==> config.mk <==
export PLATFORM = sky130hd
export DESIGN_NAME = reliable_channel_sequencer_top_flat
export DESIGN_NICKNAME = d
export VERILOG_FILES = /design/src/rtl/rcs_pkg.sv /design/src/rtl/rcs_if.sv /design/src/rtl/rcs_engine.sv /design/src/rtl/reliable_channel_sequencer_top.sv /design/src/flat_wrapper.sv
export SDC_FILE = /design/constraint.sdc
export NUM_CORES = 1
export LEC_CHECK = 0
export ABC_AREA = 1
export BUFFER_PORTS_ARGS = -buffer_cell sky130_fd_sc_hd__buf_4
export CORE_UTILIZATION = 58
export DETAILED_ROUTE_END_ITERATION = 10
export HOLD_SLACK_MARGIN = 0.05
export PLACE_DENSITY = 0.9
export SLEW_MARGIN = 0
export SYNTH_ARGS = -nofsm -noshare
export SYNTH_HDL_FRONTEND = slang
export SYNTH_SLANG_ARGS = --single-unit
==> constraint.sdc <==
create_clock -name clk -period 9.08 [get_ports clk]
set_clock_uncertainty 0.1 [all_clocks]
set_input_delay 0.908 -clock clk [delete_from_list [all_inputs] [get_ports clk]]
set_output_delay 0.908 -clock clk [all_outputs]
set_load 0.05 [all_outputs]
==> src/rtl/rcs_pkg.sv <==
`default_nettype none

package rcs_pkg;

    // Largest packet, in bytes, unless the top level overrides it.
    localparam int unsigned MAX_PACKET_BYTES_DEFAULT = 1400;

    localparam int SEQ_W  = 31;  // sequence numbers
    localparam int LEN_W  = 11;  // byte lengths on the ports
    localparam int WORD_W = 32;  // header words
    localparam int PORT_W = 16;  // port identifier
    localparam int SIZE_W = 17;  // internal byte arithmetic, holds any packet limit

    localparam logic [SIZE_W-1:0] HDR_BYTES  = SIZE_W'(8);
    localparam logic [SIZE_W-1:0] PORT_BYTES = SIZE_W'(2);
    localparam logic [SIZE_W-1:0] LEN_MAX    = SIZE_W'((1 << LEN_W) - 1);

    typedef enum logic
    {
        CMD_TRANSMIT = 1'b0,
        CMD_RECEIVE  = 1'b1
    } cmd_t;

    typedef enum logic [1:0]
    {
        ST_SENT      = 2'd0,
        ST_OVERFLOW  = 2'd1,
        ST_ACCEPTED  = 2'd2,
        ST_DISCARDED = 2'd3
    } status_t;

    typedef enum logic
    {
        REG_IS_CLIENT     = 1'b0,
        REG_LOCAL_PORT_ID = 1'b1
    } reg_idx_t;

    typedef struct packed
    {
        logic              is_client;
        logic [PORT_W-1:0] local_port_id;
    } cfg_t;

    typedef struct packed
    {
        logic              command;
        logic [LEN_W-1:0]  unreliable_length;
        logic [LEN_W-1:0]  pending_length;
        logic              overflowed;
        logic [WORD_W-1:0] seq_word;
        logic [WORD_W-1:0] ack_word;
    } item_t;

    typedef struct packed
    {
        status_t           status;
        logic [WORD_W-1:0] header_first;
        logic [WORD_W-1:0] header_second;
        logic [PORT_W-1:0] port_field;
        logic              sends_reliable;
        logic [LEN_W-1:0]  reliable_bytes;
        logic              unreliable_fits;
        logic              pending_taken;
        logic [LEN_W-1:0]  packet_bytes;
        logic [SEQ_W-1:0]  dropped_count;
    } result_t;

endpackage

`default_nettype wire

==> src/rtl/rcs_if.sv <==
`default_nettype none

interface rcs_in_if;
    logic                       valid;
    logic                       ready;
    logic                       command;
    logic [rcs_pkg::LEN_W-1:0]  unreliable_length;
    logic [rcs_pkg::LEN_W-1:0]  pending_length;
    logic                       overflowed;
    logic [rcs_pkg::WORD_W-1:0] seq_word;
    logic [rcs_pkg::WORD_W-1:0] ack_word;

    modport source
    (
        output valid, command, unreliable_length, pending_length, overflowed,
               seq_word, ack_word,
        input  ready
    );

    modport sink
    (
        input  valid, command, unreliable_length, pending_length, overflowed,
               seq_word, ack_word,
        output ready
    );
endinterface

interface rcs_out_if;
    logic                       valid;
    logic                       ready;
    logic [1:0]                 status;
    logic [rcs_pkg::WORD_W-1:0] header_first;
    logic [rcs_pkg::WORD_W-1:0] header_second;
    logic [rcs_pkg::PORT_W-1:0] port_field;
    logic                       sends_reliable;
    logic [rcs_pkg::LEN_W-1:0]  reliable_bytes;
    logic                       unreliable_fits;
    logic                       pending_taken;
    logic [rcs_pkg::LEN_W-1:0]  packet_bytes;
    logic [rcs_pkg::SEQ_W-1:0]  dropped_count;

    modport source
    (
        output valid, status, header_first, header_second, port_field,
               sends_reliable, reliable_bytes, unreliable_fits, pending_taken,
               packet_bytes, dropped_count,
        input  ready
    );

    modport sink
    (
        input  valid, status, header_first, header_second, port_field,
               sends_reliable, reliable_bytes, unreliable_fits, pending_taken,
               packet_bytes, dropped_count,
        output ready
    );
endinterface

`default_nettype wire

==> src/rtl/rcs_engine.sv <==
`default_nettype none

// Channel state plus the single-pass transmit/receive logic.
module rcs_engine #(
    parameter int unsigned MAX_PACKET_BYTES = rcs_pkg::MAX_PACKET_BYTES_DEFAULT
) (
    input  wire logic             clk,
    input  wire logic             rst_n,
    input  wire logic             load,
    input  wire rcs_pkg::item_t   item,
    input  wire rcs_pkg::cfg_t    cfg,
    output rcs_pkg::result_t      result
);

    localparam logic [rcs_pkg::SIZE_W-1:0] MAX_BYTES = rcs_pkg::SIZE_W'(MAX_PACKET_BYTES);

    logic [rcs_pkg::SEQ_W-1:0] oseq_reg, oseq_next;
    logic [rcs_pkg::SEQ_W-1:0] iseq_reg, iseq_next;
    logic [rcs_pkg::SEQ_W-1:0] iack_reg, iack_next;
    logic                      irack_reg, irack_next;
    logic                      irb_reg, irb_next;
    logic                      orb_reg, orb_next;
    logic [rcs_pkg::SEQ_W-1:0] lrs_reg, lrs_next;
    logic [rcs_pkg::LEN_W-1:0] rlen_reg, rlen_next;

    always_comb
    begin
        logic                       send;
        logic                       taken;
        logic [rcs_pkg::LEN_W-1:0]  rlen_eff;
        logic [rcs_pkg::SIZE_W-1:0] used;
        logic [rcs_pkg::SIZE_W-1:0] room;
        logic [rcs_pkg::SIZE_W-1:0] ulen;
        logic [rcs_pkg::SIZE_W-1:0] total;
        logic                       fits;
        logic [rcs_pkg::SEQ_W-1:0]  oseq_inc;
        logic [rcs_pkg::SEQ_W-1:0]  seq;
        logic [rcs_pkg::SEQ_W-1:0]  ack;

        oseq_next  = oseq_reg;
        iseq_next  = iseq_reg;
        iack_next  = iack_reg;
        irack_next = irack_reg;
        irb_next   = irb_reg;
        orb_next   = orb_reg;
        lrs_next   = lrs_reg;
        rlen_next  = rlen_reg;
        result     = '0;

        oseq_inc = oseq_reg + 1'b1;
        seq      = item.seq_word[rcs_pkg::SEQ_W-1:0];
        ack      = item.ack_word[rcs_pkg::SEQ_W-1:0];
        ulen     = rcs_pkg::SIZE_W'(item.unreliable_length);

        // resend when the peer has seen a later packet but not our reliable bit
        send  = (iack_reg > lrs_reg) && (irack_reg != orb_reg);
        taken = (rlen_reg == '0) && (item.pending_length != '0);
        if (taken)
        begin
            send = 1'b1;
        end
        rlen_eff = taken ? item.pending_length : rlen_reg;

        used = rcs_pkg::HDR_BYTES
             + (cfg.is_client ? rcs_pkg::PORT_BYTES : '0)
             + (send ? rcs_pkg::SIZE_W'(rlen_eff) : '0);
        room  = MAX_BYTES - used;
        fits  = (used <= MAX_BYTES) && (room >= ulen);
        total = used + (fits ? ulen : '0);

        case (rcs_pkg::cmd_t'(item.command))
            rcs_pkg::CMD_TRANSMIT:
            begin
                if (item.overflowed)
                begin
                    result.status = rcs_pkg::ST_OVERFLOW;
                end
                else
                begin
                    result.status          = rcs_pkg::ST_SENT;
                    result.header_first    = {send, oseq_reg};
                    result.header_second   = {irb_reg, iseq_reg};
                    result.port_field      = cfg.is_client ? cfg.local_port_id : '0;
                    result.sends_reliable  = send;
                    result.reliable_bytes  = send ? rlen_eff : '0;
                    result.unreliable_fits = fits;
                    result.pending_taken   = taken;
                    result.packet_bytes    = (total > rcs_pkg::LEN_MAX) ? '1
                                           : total[rcs_pkg::LEN_W-1:0];
                    oseq_next = oseq_inc;
                    rlen_next = rlen_eff;
                    if (taken)
                    begin
                        orb_next = ~orb_reg;
                    end
                    if (send)
                    begin
                        lrs_next = oseq_inc;
                    end
                end
            end
            rcs_pkg::CMD_RECEIVE:
            begin
                if (seq <= iseq_reg)
                begin
                    result.status = rcs_pkg::ST_DISCARDED;
                end
                else
                begin
                    result.status        = rcs_pkg::ST_ACCEPTED;
                    result.dropped_count = seq - iseq_reg - 1'b1;
                    if (item.ack_word[rcs_pkg::WORD_W-1] == orb_reg)
                    begin
                        rlen_next = '0;
                    end
                    iseq_next  = seq;
                    iack_next  = ack;
                    irack_next = item.ack_word[rcs_pkg::WORD_W-1];
                    irb_next   = irb_reg ^ item.seq_word[rcs_pkg::WORD_W-1];
                end
            end
            default:
            begin
                result = '0;
            end
        endcase
    end

    always_ff @(posedge clk or negedge rst_n)
    begin
        if (!rst_n)
        begin
            oseq_reg  <= rcs_pkg::SEQ_W'(1);
            iseq_reg  <= '0;
            iack_reg  <= '0;
            irack_reg <= 1'b0;
            irb_reg   <= 1'b0;
            orb_reg   <= 1'b0;
            lrs_reg   <= '0;
            rlen_reg  <= '0;
        end
        else if (load)
        begin
            oseq_reg  <= oseq_next;
            iseq_reg  <= iseq_next;
            iack_reg  <= iack_next;
            irack_reg <= irack_next;
            irb_reg   <= irb_next;
            orb_reg   <= orb_next;
            lrs_reg   <= lrs_next;
            rlen_reg  <= rlen_next;
        end
    end

endmodule

`default_nettype wire

==> src/rtl/reliable_channel_sequencer_top.sv <==
// Channel   Dir   Protocol                 Payload
// item      in    valid/ready, rcs_in_if   command, lengths, overflow, two rx header words
// result    out   valid/ready, rcs_out_if  status, tx headers, port, lengths, drop count
// cfg       in    write enable/index/data  is_client (0), local_port_id (1)
//
// One item per cycle sustained while the result channel is not stalled; an item
// passes the item register, then the engine logic, then the result register.
// The item register advances whenever the result register is empty or being
// drained. While a result is stalled one more item can still be taken into an
// empty item register; once that register is full the input stalls as well.
// rst_n clears both valid flags, the config registers and the channel state.
// Config must be written only while the block is idle; the block does not enforce it.
`default_nettype none

module reliable_channel_sequencer_top #(
    parameter int unsigned MAX_PACKET_BYTES = rcs_pkg::MAX_PACKET_BYTES_DEFAULT
) (
    input  wire logic                       clk,
    input  wire logic                       rst_n,
    rcs_in_if.sink                          item,
    rcs_out_if.source                       result,
    input  wire logic                       cfg_write,
    input  wire logic                       cfg_index,
    input  wire logic [rcs_pkg::PORT_W-1:0] cfg_data
);

    // item register (payload needs no reset)
    logic             item_vld_reg, item_vld_next;
    rcs_pkg::item_t   item_reg;

    // result register
    logic             res_vld_reg, res_vld_next;
    rcs_pkg::result_t res_reg;
    rcs_pkg::result_t res_comb;

    // config registers
    rcs_pkg::cfg_t    cfg_reg, cfg_next;

    logic advance;   // item register moves through the engine this cycle
    logic item_take; // input transfer this cycle

    assign advance    = item_vld_reg && (!res_vld_reg || result.ready);
    assign item.ready = !item_vld_reg || advance;
    assign item_take  = item.valid && item.ready;

    assign item_vld_next = item_take || (item_vld_reg && !advance);
    assign res_vld_next  = advance || (res_vld_reg && !result.ready);

    always_comb
    begin
        cfg_next = cfg_reg;
        if (cfg_write)
        begin
            case (rcs_pkg::reg_idx_t'(cfg_index))
                rcs_pkg::REG_IS_CLIENT:     cfg_next.is_client     = cfg_data[0];
                rcs_pkg::REG_LOCAL_PORT_ID: cfg_next.local_port_id = cfg_data;
                default:                    cfg_next = cfg_reg;
            endcase
        end
    end

    always_ff @(posedge clk or negedge rst_n)
    begin
        if (!rst_n)
        begin
            item_vld_reg <= 1'b0;
            res_vld_reg  <= 1'b0;
            cfg_reg      <= '0;
        end
        else
        begin
            item_vld_reg <= item_vld_next;
            res_vld_reg  <= res_vld_next;
            cfg_reg      <= cfg_next;
        end
    end

    always_ff @(posedge clk)
    begin
        if (item_take)
        begin
            item_reg.command           <= item.command;
            item_reg.unreliable_length <= item.unreliable_length;
            item_reg.pending_length    <= item.pending_length;
            item_reg.overflowed        <= item.overflowed;
            item_reg.seq_word          <= item.seq_word;
            item_reg.ack_word          <= item.ack_word;
        end
        if (advance)
        begin
            res_reg <= res_comb;
        end
    end

    // Sequencing state lives in the engine; it updates only on advance.
    rcs_engine #(
        .MAX_PACKET_BYTES(MAX_PACKET_BYTES)
    ) u_engine (
        .clk    (clk),
        .rst_n  (rst_n),
        .load   (advance),
        .item   (item_reg),
        .cfg    (cfg_reg),
        .result (res_comb)
    );

    assign result.valid           = res_vld_reg;
    assign result.status          = res_reg.status;
    assign result.header_first    = res_reg.header_first;
    assign result.header_second   = res_reg.header_second;
    assign result.port_field      = res_reg.port_field;
    assign result.sends_reliable  = res_reg.sends_reliable;
    assign result.reliable_bytes  = res_reg.reliable_bytes;
    assign result.unreliable_fits = res_reg.unreliable_fits;
    assign result.pending_taken   = res_reg.pending_taken;
    assign result.packet_bytes    = res_reg.packet_bytes;
    assign result.dropped_count   = res_reg.dropped_count;

endmodule

`default_nettype wire

==> src/flat_wrapper.sv <==
// flat-port wrapper written by rule: the top's interface ports become plain ports
module reliable_channel_sequencer_top_flat 
#(
    parameter int unsigned MAX_PACKET_BYTES = rcs_pkg::MAX_PACKET_BYTES_DEFAULT
)
  (clk, rst_n, cfg_write, cfg_index, cfg_data, item_valid, item_command, item_unreliable_length, item_pending_length, item_overflowed, item_seq_word, item_ack_word, item_ready, result_valid, result_status, result_header_first, result_header_second, result_port_field, result_sends_reliable, result_reliable_bytes, result_unreliable_fits, result_pending_taken, result_packet_bytes, result_dropped_count, result_ready);
  rcs_in_if item_i ();
  rcs_out_if result_i ();
  input  wire logic clk;
  input  wire logic rst_n;
  input  wire logic cfg_write;
  input  wire logic cfg_index;
  input  wire logic [rcs_pkg::PORT_W-1:0] cfg_data;
  input wire logic [$bits(item_i.valid)-1:0] item_valid;
  input wire logic [$bits(item_i.command)-1:0] item_command;
  input wire logic [$bits(item_i.unreliable_length)-1:0] item_unreliable_length;
  input wire logic [$bits(item_i.pending_length)-1:0] item_pending_length;
  input wire logic [$bits(item_i.overflowed)-1:0] item_overflowed;
  input wire logic [$bits(item_i.seq_word)-1:0] item_seq_word;
  input wire logic [$bits(item_i.ack_word)-1:0] item_ack_word;
  output wire logic [$bits(item_i.ready)-1:0] item_ready;
  output wire logic [$bits(result_i.valid)-1:0] result_valid;
  output wire logic [$bits(result_i.status)-1:0] result_status;
  output wire logic [$bits(result_i.header_first)-1:0] result_header_first;
  output wire logic [$bits(result_i.header_second)-1:0] result_header_second;
  output wire logic [$bits(result_i.port_field)-1:0] result_port_field;
  output wire logic [$bits(result_i.sends_reliable)-1:0] result_sends_reliable;
  output wire logic [$bits(result_i.reliable_bytes)-1:0] result_reliable_bytes;
  output wire logic [$bits(result_i.unreliable_fits)-1:0] result_unreliable_fits;
  output wire logic [$bits(result_i.pending_taken)-1:0] result_pending_taken;
  output wire logic [$bits(result_i.packet_bytes)-1:0] result_packet_bytes;
  output wire logic [$bits(result_i.dropped_count)-1:0] result_dropped_count;
  input wire logic [$bits(result_i.ready)-1:0] result_ready;
  assign item_i.valid = item_valid;
  assign item_i.command = item_command;
  assign item_i.unreliable_length = item_unreliable_length;
  assign item_i.pending_length = item_pending_length;
  assign item_i.overflowed = item_overflowed;
  assign item_i.seq_word = item_seq_word;
  assign item_i.ack_word = item_ack_word;
  assign item_ready = item_i.ready;
  assign result_valid = result_i.valid;
  assign result_status = result_i.status;
  assign result_header_first = result_i.header_first;
  assign result_header_second = result_i.header_second;
  assign result_port_field = result_i.port_field;
  assign result_sends_reliable = result_i.sends_reliable;
  assign result_reliable_bytes = result_i.reliable_bytes;
  assign result_unreliable_fits = result_i.unreliable_fits;
  assign result_pending_taken = result_i.pending_taken;
  assign result_packet_bytes = result_i.packet_bytes;
  assign result_dropped_count = result_i.dropped_count;
  assign result_i.ready = result_ready;
  reliable_channel_sequencer_top #(.MAX_PACKET_BYTES(MAX_PACKET_BYTES)) u_core (.clk(clk), .rst_n(rst_n), .item(item_i), .result(result_i), .cfg_write(cfg_write), .cfg_index(cfg_index), .cfg_data(cfg_data));
endmodule
## After elaboration in Yosys (flattened, before gate mapping)

Cells that the tools add are included.
Widths: inputs -> output; s select.

| operators by class | value |
|---|---|
| add/subtract/negate cells | 7 |
| $lt $le $gt $ge | 5 |
| equal/unequal tests | 5 |
| multiplexer cells | 13 |
| bitwise operators | 8 |
| reduce and logical (&&, ||, !) cells | 28 |

Operators by type and width:

| cell | number |
|---|---|
| $mux 11 | 7 |
| $add 31x1->31 const B | 1 |
| $gt 31x31->1 | 1 |
| $le 31x31->1 | 1 |
| $sub 31x1->31 const B | 1 |
| $sub 31x31->31 | 1 |
| $pmux 11 s2 | 1 |
| $ge 17x11->1 | 1 |
| $add 12x11->13 | 1 |
| $gt 13x11->1 const B | 1 |
| $sub 11x12->13 const A | 1 |
| $add 5x11->12 | 1 |
| $le 12x11->1 const B | 1 |
| $reduce_and 4->1 | 3 |
| $logic_not 11->1 | 1 |
| $reduce_bool 11->1 | 1 |
| $logic_and 1x1->1 | 7 |
| $not 1->1 | 7 |
| $ne 2x2->1 const B | 3 |
| $reduce_and 3->1 | 2 |
| $reduce_or 3->1 | 2 |
| $add 4x2->5 const A | 1 |
| $logic_not 1->1 | 4 |
| $logic_or 1x1->1 | 4 |
| other kinds (8) | 12 |

| word-level totals | value |
|---|---|
| register bits | 383 |
| input bits | 110 |

## Depth between registers and ports, before layout

| depth | value |
|---|---|
| depth in word-level cells | 12 |
| mapped depth | 55 |

## By module

A second synthesis with hierarchy kept.

| unflattened totals | value |
|---|---|
| cells, all modules | 1754 |
| area, all modules | 18288.8 µm² |

By module, submodules not included:

| module | times used | cells an instance | area each (µm²) | seq. area each (µm²) |
|---|---|---|---|---|
| rcs_engine | 1 | 1440 | 10676.5 | 3454.6 |
| reliable_channel_sequencer_top | 1 | 314 | 7612.3 | 7262.0 |

## Worst setup path before layout

Ideal clock, no wire load.

| path | value |
|---|---|
| kind | register to register |
| from | register u_core.u_engine.iack_reg[6] (netlist bit) |
| to | register u_core.res_reg (netlist bit u_core.result.packet_bytes[1]), data pin |
| library setup time | 0.127 ns |
| arrival time | 6.210 ns |
| data required time | 8.853 ns |
| path slack | 2.643 ns |
| cell stages (with the launch flop) | 52 |
| clock period less this slack | 6.437 ns |
| cells stage by stage | dfrtp_1 -> ha_1 -> nand2_1 -> inv_2 -> a21oi_1 -> nand2_1 -> nand2_1 -> nand2_1 -> nand2_1 -> nand2_1 -> nand2_2 -> nand2_4 -> buf_12 -> inv_1 -> nor2_1 -> ha_1 -> inv_1 -> ha_1 -> (+16 left out) -> clkbuf_1 -> nor2_1 -> ha_1 -> nand3_1 -> nand2_1 -> a21oi_1 -> o21bai_1 -> a21oi_1 -> o21bai_1 -> a21oi_1 -> o21ai_0 -> nand3_2 -> nand2_1 -> nand2_2 -> buf_6 -> nand4_1 -> nand2_1 -> inv_1 |

| on the way | value |
|---|---|
| longest elaborated chain between the ends | 12 |
| elaborated cells on any way between the ends | 13 |

Ends and longest elaborated chain:

| what | line | text |
|---|---|---|
| start: declaration | rcs_engine.sv:19 | `logic [rcs_pkg::SEQ_W-1:0] iack_reg, iack_next;` |
| start signal: assignment | rcs_engine.sv:146 | `iack_reg <= iack_next;` |
| $gt 31x31->1 * | rcs_engine.sv:56 | `send = (iack_reg > lrs_reg) && (irack_reg != orb_reg);` |
| $logic_and 1x1->1 * | rcs_engine.sv:56 |  |
| $mux 1 * | rcs_engine.sv:58 | `if (taken)` |
| $mux 11 * | rcs_engine.sv:66 | `+ (send ? rcs_pkg::SIZE_W'(rlen_eff) : '0);` |
| $add 5x11->12 * | rcs_engine.sv:66 |  |
| $sub 11x12->13 | rcs_engine.sv:67 | `room = MAX_BYTES - used;` |
| $ge 17x11->1 | rcs_engine.sv:68 | `fits = (used <= MAX_BYTES) && (room >= ulen);` |
| $logic_and 1x1->1 | rcs_engine.sv:68 |  |
| $mux 11 | rcs_engine.sv:69 | `total = used + (fits ? ulen : '0);` |
| $add 12x11->13 * | rcs_engine.sv:69 |  |
| $gt 13x11->1 | rcs_engine.sv:88 | `result.packet_bytes = (total > rcs_pkg::LEN_MAX) ? '1` |
| $mux 11 * | rcs_engine.sv:88 |  |
| end signal: assignment | reliable_channel_sequencer_top.sv:91 | `res_reg <= res_comb;` |
| end: declaration | reliable_channel_sequencer_top.sv:33 | `rcs_pkg::result_t res_reg;` |

Mark *: on every way between the ends. The rest lies on a longest branch, timed or not.
A chain may end at the register's enable or synchronous reset.

## Worst setup path after layout

| path | value |
|---|---|
| from | register u_core.u_engine.iack_reg[30] (netlist bit) |
| to | register u_core.res_reg (netlist bit u_core.result.packet_bytes[10]), data pin |

The elaborated chain is that of the path after synthesis.

==> flow_metrics.env <==
export IMPL_status="finished, final reports clean"
export IMPL_drt_iter0_drc=1316
export IMPL_cts_tree="done"
export IMPL_ys_ff_latch=382
export IMPL_mostFrequentLayoutCell="buf_4"
export IMPL_yosysSeqAreaShare=0.592
export IMPL_clockBufferDepth=3
export IMPL_comb_power_share=0.215
export IMPL_grt_overflow_total=0
export IMPL_peakVddDrop_mv=0.147
export IMPL_root_buffer="clkbuf_16"
export IMPL_path_max_fanout=16
export IMPL_largest_register_ffs=88
export IMPL_reg2reg_depth=47
export IMPL_worst_r2r_setup_slack_ps=1510
export IMPL_grt_pass1_wl_um=68000
export IMPL_avgSynthCellArea_um2=10.3
export IMPL_layout_common_cells="buf_4 (254), nand2_1 (249), inv_1 (232)"
export IMPL_power_density_nw_per_um2=232
export IMPL_hold_viol_final=0
export IMPL_syn_inst=1745
export IMPL_yosysWarnings=0
export IMPL_critical_path_startpoint_type="flop"
export IMPL_dr_pass1_iters=7
export IMPL_cp_arrival_ps=7720
export IMPL_rsz0062_at_grt="no"
export IMPL_p_leak_nw=10.4
export IMPL_slowest_stage="fa_1"
export IMPL_synthesis_nets=1945
export IMPL_ant_nets=0
export IMPL_dpl_cell_area_um2=20300
export IMPL_r2r_start="u_core.u_engine.iack_reg[30]$_DFFE_PN0P_"
export IMPL_rr_endpoint="u_core.result.packet_bytes[10]$_SDFFCE_PN0P_"
export IMPL_synthDistinctLibCells=56
export IMPL_seq_area_um2=10700
export IMPL_p_sw_frac=0.310
export IMPL_drt_wl_total_um=43700
export IMPL_clock_fmax_mhz=132
export IMPL_io_pins=250
export IMPL_clk_latency_ps=540
export IMPL_period_needed_ps=7570
export IMPL_cpMostUsedCell="nand2_1"
export IMPL_via_per_inst=5.57
export IMPL_syn_area_um2=18100
export IMPL_route_detailed_drc=0
export IMPL_postCtsSetupRepairBufs=0
export IMPL_hpwl_um=30100
export IMPL_clock_sinks=382
export IMPL_grt_total_usage=0.276
export IMPL_async_flop_share=0.411
export IMPL_synth_edf_count=225
export IMPL_hold_class="in2async"
export IMPL_dr_total_vias=13514
export IMPL_required_ps=9230
export IMPL_start_util=0.590
export IMPL_critPathCaptureType="flop"
export IMPL_final_setup_viol_count=0
export IMPL_utilization=0.711
export IMPL_crit_start="u_core.u_engine.iack_reg[30]$_DFFE_PN0P_"
export IMPL_p_sw_mw=1.57
export IMPL_internal_power_mw=3.49
export IMPL_hold_buffers=0
export IMPL_setup_tns_ps=0
export IMPL_gp_congestion=0.935
export IMPL_htreeDepth=2
export IMPL_drive_above_1_share=0.215
export IMPL_syn2layout_area_growth_pct=20.4
export IMPL_critPathKind="reg2reg"
export IMPL_cts_made_buffers=41
export IMPL_tightest_slew_ps=1210
export IMPL_max_slew_margin_rel=0.194
export IMPL_io_buffers=249
export IMPL_grt_start_max_net_pins=82
export IMPL_multi_input_area_um2=6230
export IMPL_pwr_share_clk=0.352
export IMPL_placementRows=64
export IMPL_core_area_um2=30600
export IMPL_period_share=0.834
export IMPL_fin_area_um2=21700
export IMPL_fill_cells=2101
export IMPL_dieHeight_um=178
export IMPL_maxCapViolCount=0
export IMPL_clk_pin_slew_ps=60
export IMPL_power_frac_seq=0.433
export IMPL_antenna_found_initial=1
export IMPL_dieArea_um2=31800
export IMPL_die_x_um=178
export IMPL_grt_pass1_vias=13529
export IMPL_slew_viol_final=0
export IMPL_final_net_count=2196
export IMPL_wl_per_cell_um=18.0
export IMPL_ys_flop_type="edfxtp_1"
export IMPL_slowest_delay_ps=410
export IMPL_cts_resized=0
==> cell usage after synthesis (26+ instances only) <==
library cell,number,area [µm²]
dfrtp_1,156,3900
xor2_1,52,455
mux2_2,30,338
nor2_1,215,807
nand3_1,51,255
nand4_1,26,163
nand2_1,250,938
a21oi_1,123,616
o21ai_0,97,485
edfxtp_1,225,6760
clkbuf_1,32,120
ha_1,88,1100
inv_1,235,882
==> how the worst max path moves through the flow <==
stage	endpoint	slack [ps]	depth (start not counted)
2_1_floorplan	u_core.result.packet_bytes[1]$_SDFFCE_PN0P_	2640	51
3_3_place_gp	u_core.result.packet_bytes[10]$_SDFFCE_PN0P_	2120	47
3_5_place_dp	u_core.result.packet_bytes[10]$_SDFFCE_PN0P_	1750	47
4_1_cts	u_core.result.packet_bytes[10]$_SDFFCE_PN0P_	1660	47
5_1_grt	u_core.result.packet_bytes[1]$_SDFFCE_PN0P_	970	45
6_report	u_core.result.packet_bytes[10]$_SDFFCE_PN0P_	1510	47
==> stage by stage <==
stage                     std cells  hold WS [ps]  power [mW]  worst slack [ps]
after detailed placement       2349           367        3.28              1750
after global placement         2349           358        3.23              2120
final                          2426           304        5.05              1510
after CTS                      2425           339        5.06              1660
after global routing           2426           351        5.26               969
after floorplan                1745           353        2.96              2640
==> power groups by stage <==
| stage | combinational (mW) | clock, mW | sequential [mW] |
|---|---|---|---|
| after global routing | 1.19 | 1.87 | 2.21 |
| after CTS | 1.08 | 1.79 | 2.19 |
| final | 1.09 | 1.78 | 2.19 |
| after global placement | 1.02 | 0 | 2.21 |
| after detailed placement | 1.06 | 0 | 2.22 |
| after floorplan | 0.580 | 0 | 2.37 |
==> per-layer routing <==
layer  part of all wire  wire (µm)  track usage
met1               0.39      17000        0.338
met2               0.50      22100        0.472
met5                  0          0            0
met4              0.043       1890        0.137
met3              0.063       2760       0.0448
==> final cells by class <==
type / count / area share
inverter: 251 / 0.0440
multi-input combinational: 1065 / 0.286
antenna: 1 / 0.000115
tap: 396 / 0.0228
clock buffer: 52 / 0.0528
clock inverter: 24 / 0.0140
sequential: 382 / 0.492
timing repair buffer: 255 / 0.0882
==> cell families after synthesis <==
logic type      after synthesis  share of synthesized area
simple gates                626                      0.154
flops                       382                      0.592
buf+inv                     298                     0.0649
compound gates              259                     0.0778
fa+ha+maj                    90                     0.0632
xor+xnor                     60                     0.0291
mux                          30                     0.0187
==> worst max-delay path, delay by kind of cell, from the launching register on <==
family	cells	cell delay (ps)
buf+inv	4	370
fa+ha+maj	6	1740
simple gates	25	2650
flops	1	390
compound gates	10	1830
xor+xnor	2	220
No activity file was read; power rests on OpenSTA's default activity.
